File: src/hw/rtl/mts_pkg.sv
package mts_pkg;

  // default table depth
  localparam int MAX_NOTES = 256;

  // field widths
  localparam int FREQ_W  = 16;
  localparam int DUR_W   = 32;
  localparam int NIDX_W  = 8;
  localparam int CNT_W   = 9;
  localparam int TIME_W  = 32;
  localparam int SLOT_W  = 16;
  localparam int ENTRY_W = FREQ_W + SLOT_W;
  localparam int DUTY_W  = 7;

  // duty factor: ceil(duty * 2^MULT_SHIFT / 100), exact floor for 16-bit slots
  localparam int MULT_SHIFT = 23;
  localparam int MULT_W     = 24;

  typedef enum logic [2:0] {
    CMD_TICK        = 3'd0,
    CMD_PLAY_TONE   = 3'd1,
    CMD_STOP_TONE   = 3'd2,
    CMD_LOAD_NOTE   = 3'd3,
    CMD_PLAY_MELODY = 3'd4,
    CMD_STOP_MELODY = 3'd5
  } cmd_t;

  typedef struct packed {
    cmd_t               command;
    logic [FREQ_W-1:0]  frequency_hz;
    logic [DUR_W-1:0]   duration_ms;
    logic [NIDX_W-1:0]  note_index;
    logic [CNT_W-1:0]   note_count;
    logic               loop_melody;
  } item_t;

  typedef struct packed {
    logic [FREQ_W-1:0] drive_frequency;
    logic              sounding;
    logic              melody_running;
  } result_t;

endpackage

File: src/hw/rtl/mts_cfg.sv
module mts_cfg (
  input  logic                            clk,
  input  logic                            rst,
  input  logic                            psel,
  input  logic                            penable,
  input  logic                            pwrite,
  input  logic [2:0]                      paddr,
  input  logic [31:0]                     pwdata,
  output logic [31:0]                     prdata,
  output logic                            pready,
  output logic [mts_pkg::MULT_W-1:0]      duty_factor
);

  localparam logic [mts_pkg::DUTY_W-1:0] DUTY_RESET  = 7'd85;
  localparam logic [mts_pkg::DUTY_W-1:0] DUTY_MAX    = 7'd100;
  // floor(2^23 / 100)
  localparam logic [mts_pkg::MULT_W-1:0] RECIP       = 24'd83886;
  localparam logic [mts_pkg::MULT_W-1:0] FACTOR_INIT = 24'd7130317;

  logic [mts_pkg::DUTY_W-1:0] duty;
  logic [mts_pkg::DUTY_W-1:0] wr_duty;
  logic [mts_pkg::DUTY_W-1:0] duty_clamp;
  logic [3:0]                 frac_up;
  logic [mts_pkg::MULT_W-1:0] factor_next;
  logic                       wr_en;

  assign pready  = 1'b1;
  assign wr_en   = psel && penable && pwrite && !paddr[2];
  assign wr_duty = pwdata[mts_pkg::DUTY_W-1:0];

  // ceil(0.08 * d) by thresholds of 12.5
  always_comb begin
    duty_clamp  = (wr_duty > DUTY_MAX) ? DUTY_MAX : wr_duty;
    frac_up     = 4'(duty_clamp > 7'd0)  + 4'(duty_clamp > 7'd12) + 4'(duty_clamp > 7'd25)
                + 4'(duty_clamp > 7'd37) + 4'(duty_clamp > 7'd50) + 4'(duty_clamp > 7'd62)
                + 4'(duty_clamp > 7'd75) + 4'(duty_clamp > 7'd87);
    factor_next = 24'(RECIP * {17'b0, duty_clamp}) + {20'b0, frac_up};
  end

  always_ff @(posedge clk) begin
    if (rst) begin
      duty        <= DUTY_RESET;
      duty_factor <= FACTOR_INIT;
    end else if (wr_en) begin
      duty        <= wr_duty;
      duty_factor <= factor_next;
    end
  end

  assign prdata = paddr[2] ? 32'b0 : {25'b0, duty};

endmodule

File: config.mk
export PLATFORM = sky130hd
export DESIGN_NAME = mts_cfg
export DESIGN_NICKNAME = d
export VERILOG_FILES = /design/src/hw/rtl/mts_pkg.sv /design/src/hw/rtl/mts_cfg.sv
export SDC_FILE = /design/constraint.sdc
export NUM_CORES = 1
export LEC_CHECK = 0
export ABC_AREA = 1
export BUFFER_PORTS_ARGS = -buffer_cell sky130_fd_sc_hd__buf_4
export CELL_PAD_IN_SITES_DETAIL_PLACEMENT = 0
export CELL_PAD_IN_SITES_GLOBAL_PLACEMENT = 1
export CORE_MARGIN = 2
export CORE_UTILIZATION = 40
export CTS_CLUSTER_SIZE = 30
export DETAILED_ROUTE_END_ITERATION = 6
export PLACE_DENSITY = 0.85
export SYNTH_ARGS = -nofsm -noshare
export SYNTH_HDL_FRONTEND = slang
export SYNTH_SLANG_ARGS = --single-unit
File: constraint.sdc
create_clock -name clk -period 7.39 [get_ports clk]
set_clock_uncertainty 0.05 [all_clocks]
set_input_delay 1.1085 -clock clk [delete_from_list [all_inputs] [get_ports clk]]
set_output_delay 1.1085 -clock clk [all_outputs]
set_load 0.01 [all_outputs]
==> results_dict.tcl <==
set metrics [dict create \
    post-dp-hpwl_um 10200 \
    hold_viol 0 \
    synth.area.top_cells "ha_1 (20%), nand2_1 (14%), dfxtp_1 (12%), inv_1 (12%), fa_1 (11%)" \
    cpPeakStageDelay_ns 0.54 \
    tns_ns 0 \
    grt_pass1_wl_um 20100 \
    ys_types 41 \
    p_switching_w 0.000999 \
    synth-seq-cells 31 \
    design.die.area_um2 13700 \
    syn_area_per_cell_um2 6.59 \
    cts_tree "built" \
    grt_setup_unrepaired "false" \
    power_density_nw_per_um2 313 \
    relSlewSlack 0.589 \
    drc 0 \
    worst_slack_ns 0.942 \
    drt-pass1-iter-count 5 \
    start_kind "input pin" \
    sequentialPowerShare 0.101 \
    yosysMostFrequentCell "nand2_1" \
    grtUsageMet3 0.00618 \
    min_path_type "reg -> reg" \
    grt_max_degree 44 \
    ctsRootBufferMaster "clkbuf_16" \
    dpl.cell_count 976 \
    grtUsageMet2 0.312 \
    area_delta_synth_final_pct 10.6 \
    p_int_w 0.000762 \
    std_cell_rows 41 \
    io_pins 97 \
    setup_viol 0 \
    busiest_layer "met2" \
    synth_top_cell_by_area "ha_1" \
    crit_fanout 11 \
    syn_inst 773 \
    cts_resized 0 \
    drtIter0Drc 243 \
    tightest_slew_ns 0.616 \
    postCtsSetupBuffers 0 \
    h-tree-depth 2 \
    dp_slack_ns 0.673 \
    via_count 4576 \
    cp.arrival_ns 6.60 \
    routed_wl_um 11800 \
    routed_via_density 4.65 \
    yosys-top-cells-count "nand2_1 (194), inv_1 (162), ha_1 (80)" \
    worst_setup_path_end_kind "register" \
    wl_per_cell_um 12.0 \
    drive_above_1_share 0.0948 \
    final_cells 984 \
    synth_edf_count 0 \
    antenna_left 0 \
    path_class "in -> reg" \
    combPwrFrac 0.792 \
    initial_core_util 0.407 \
    cp_data_required_time_ns 7.54 \
    final-seq-area_um2 621 \
    synthesis.area_um2 5100 \
    cts_inserted_buffers 5 \
    nNetsFinal 959 \
    cts_buffer_depth 2 \
    port_buffers 43 \
    fin_util 0.450 \
    fmax_ghz 0.155 \
    multiInputGateArea_um2 3690 \
    core_um2 12500 \
    clk_pin_slew_ns 0.05 \
    die_w_um 117 \
    outcome "finished clean" \
    period_needed_ns 6.45 \
    worstSkewPairLatency_ns 0.27 \
    antenna_cells 0 \
    antenna_found_initial 0 \
    die_h_um 117 \
    timing.final.crit_share 0.873 \
    slew_viol_final 0 \
    slowest_stage "fa_1" \
    hold_buffers 0 \
    synth_ff_type "dfxtp_1" \
    synth_top_area_frac 0.196 \
    p_leak_nw 3.17 \
    grt_pass1_vias 4280 \
    yosysWarnings 0 \
    gp_congestion 0.892 \
    switching_share 0.567 \
    peakVddDrop_mv 0.101 \
    overflow 0 \
    yosysSeqAreaShare 0.122 \
    cts_sinks 31 \
    ys_async_sr_fraction 0 \
    grt.total_usage 0.184 \
    grtUsageMet1 0.254 \
    pwr-share-clk 0.107 \
    fillers 1368 \
    max_cap_viol_count 0 \
]
## cell usage in the layout, fill, tap and decap left out, types with 2 or more instances in the layout
cell and n:
o21ai_1 4, o21ai_0 25, fa_1 28, inv_1 162, nor2_4 4, nand3b_1 5, conb_1 26, o211ai_1 6
nor3_1 4, and3_1 2, o31ai_1 2, inv_2 2, nand3_2 3, or2_2 2, ha_1 80, a21oi_1 37
nand3_1 45, clkbuf_1 2, nand2_1 194, nand2_2 2, xor2_1 6, nand4_1 8, clkbuf_16 5, dfxtp_1 31
a31oi_1 2, nor2_1 58, buf_4 47, xnor2_1 2, nor2_2 5, nand3_4 2
## power by group through the flow
| stage | combinational [W] | clock, W | sequential (W) |
|---|---|---|---|
| floorplan | 0.00110 | 0 | 0.000183 |
| global placement | 0.00139 | 0 | 0.000181 |
| detailed placement | 0.00139 | 0 | 0.000181 |
| CTS | 0.00140 | 0.000192 | 0.000178 |
| global route | 0.00160 | 0.000199 | 0.000178 |
| finish | 0.00140 | 0.000188 | 0.000178 |
## worst paths after layout
check                  start              end  slack (ns)  cells after the start
min reg2reg          duty[1]          duty[1]        0.40                      2
min                  duty[1]          duty[1]        0.40                      2
max                pwdata[6]  duty_factor[20]        0.94                     30
max reg2reg  duty_factor[17]  duty_factor[17]        6.66                      4
## flip-flops by register name, indices dropped and copies added (netlist names)
signal	cells
duty	7
duty_factor	24
## critical path, delay by kind of cell
family / cells / cell delay [ns]
compound gates: 3 / 0.61
simple gates: 14 / 1.57
buf+inv: 7 / 0.86
fa+ha+maj: 6 / 2.43
## logic make-up (layout without fill, tap and decap cells)
kind of cell | Yosys count | count (layout) | synth area share
other | 2 | 26 | 0.00147
and+or+nand+nor | 336 | 336 | 0.291
adders and majority gates | 108 | 108 | 0.306
AOI/OAI and AO/OA | 81 | 81 | 0.0871
xor gates and xnor gates | 10 | 10 | 0.0201
buffers and inverters | 205 | 220 | 0.172
DFF | 31 | 31 | 0.122
## layout make-up
type	count	share of cell area
Tap cell	172	0.0382
Clock buffer	7	0.0235
Timing Repair Buffer	47	0.0626
Multi-Input combinational cell	561	0.655
Inverter	165	0.110
Clock inverter	1	0.000888
Sequential cell	31	0.110
## per-layer routing
layer,routed length (µm),part of all wire,up-vias
met5,0,0,-
met4,221,0.019,0
met3,344,0.029,17
met2,5250,0.45,97
met1,5950,0.51,2044
li1,-,-,2418
## metrics by stage
stage               total power, W  hold slack [ns]  cell area, µm²
floorplan                  0.00128            0.380            5190
global placement           0.00157            0.394            5500
detailed placement         0.00157            0.398            5500
CTS                        0.00177            0.405            5640
global route               0.00198            0.419            5640
finish                     0.00176            0.405            5640
(Power assumes the default switching activity.)
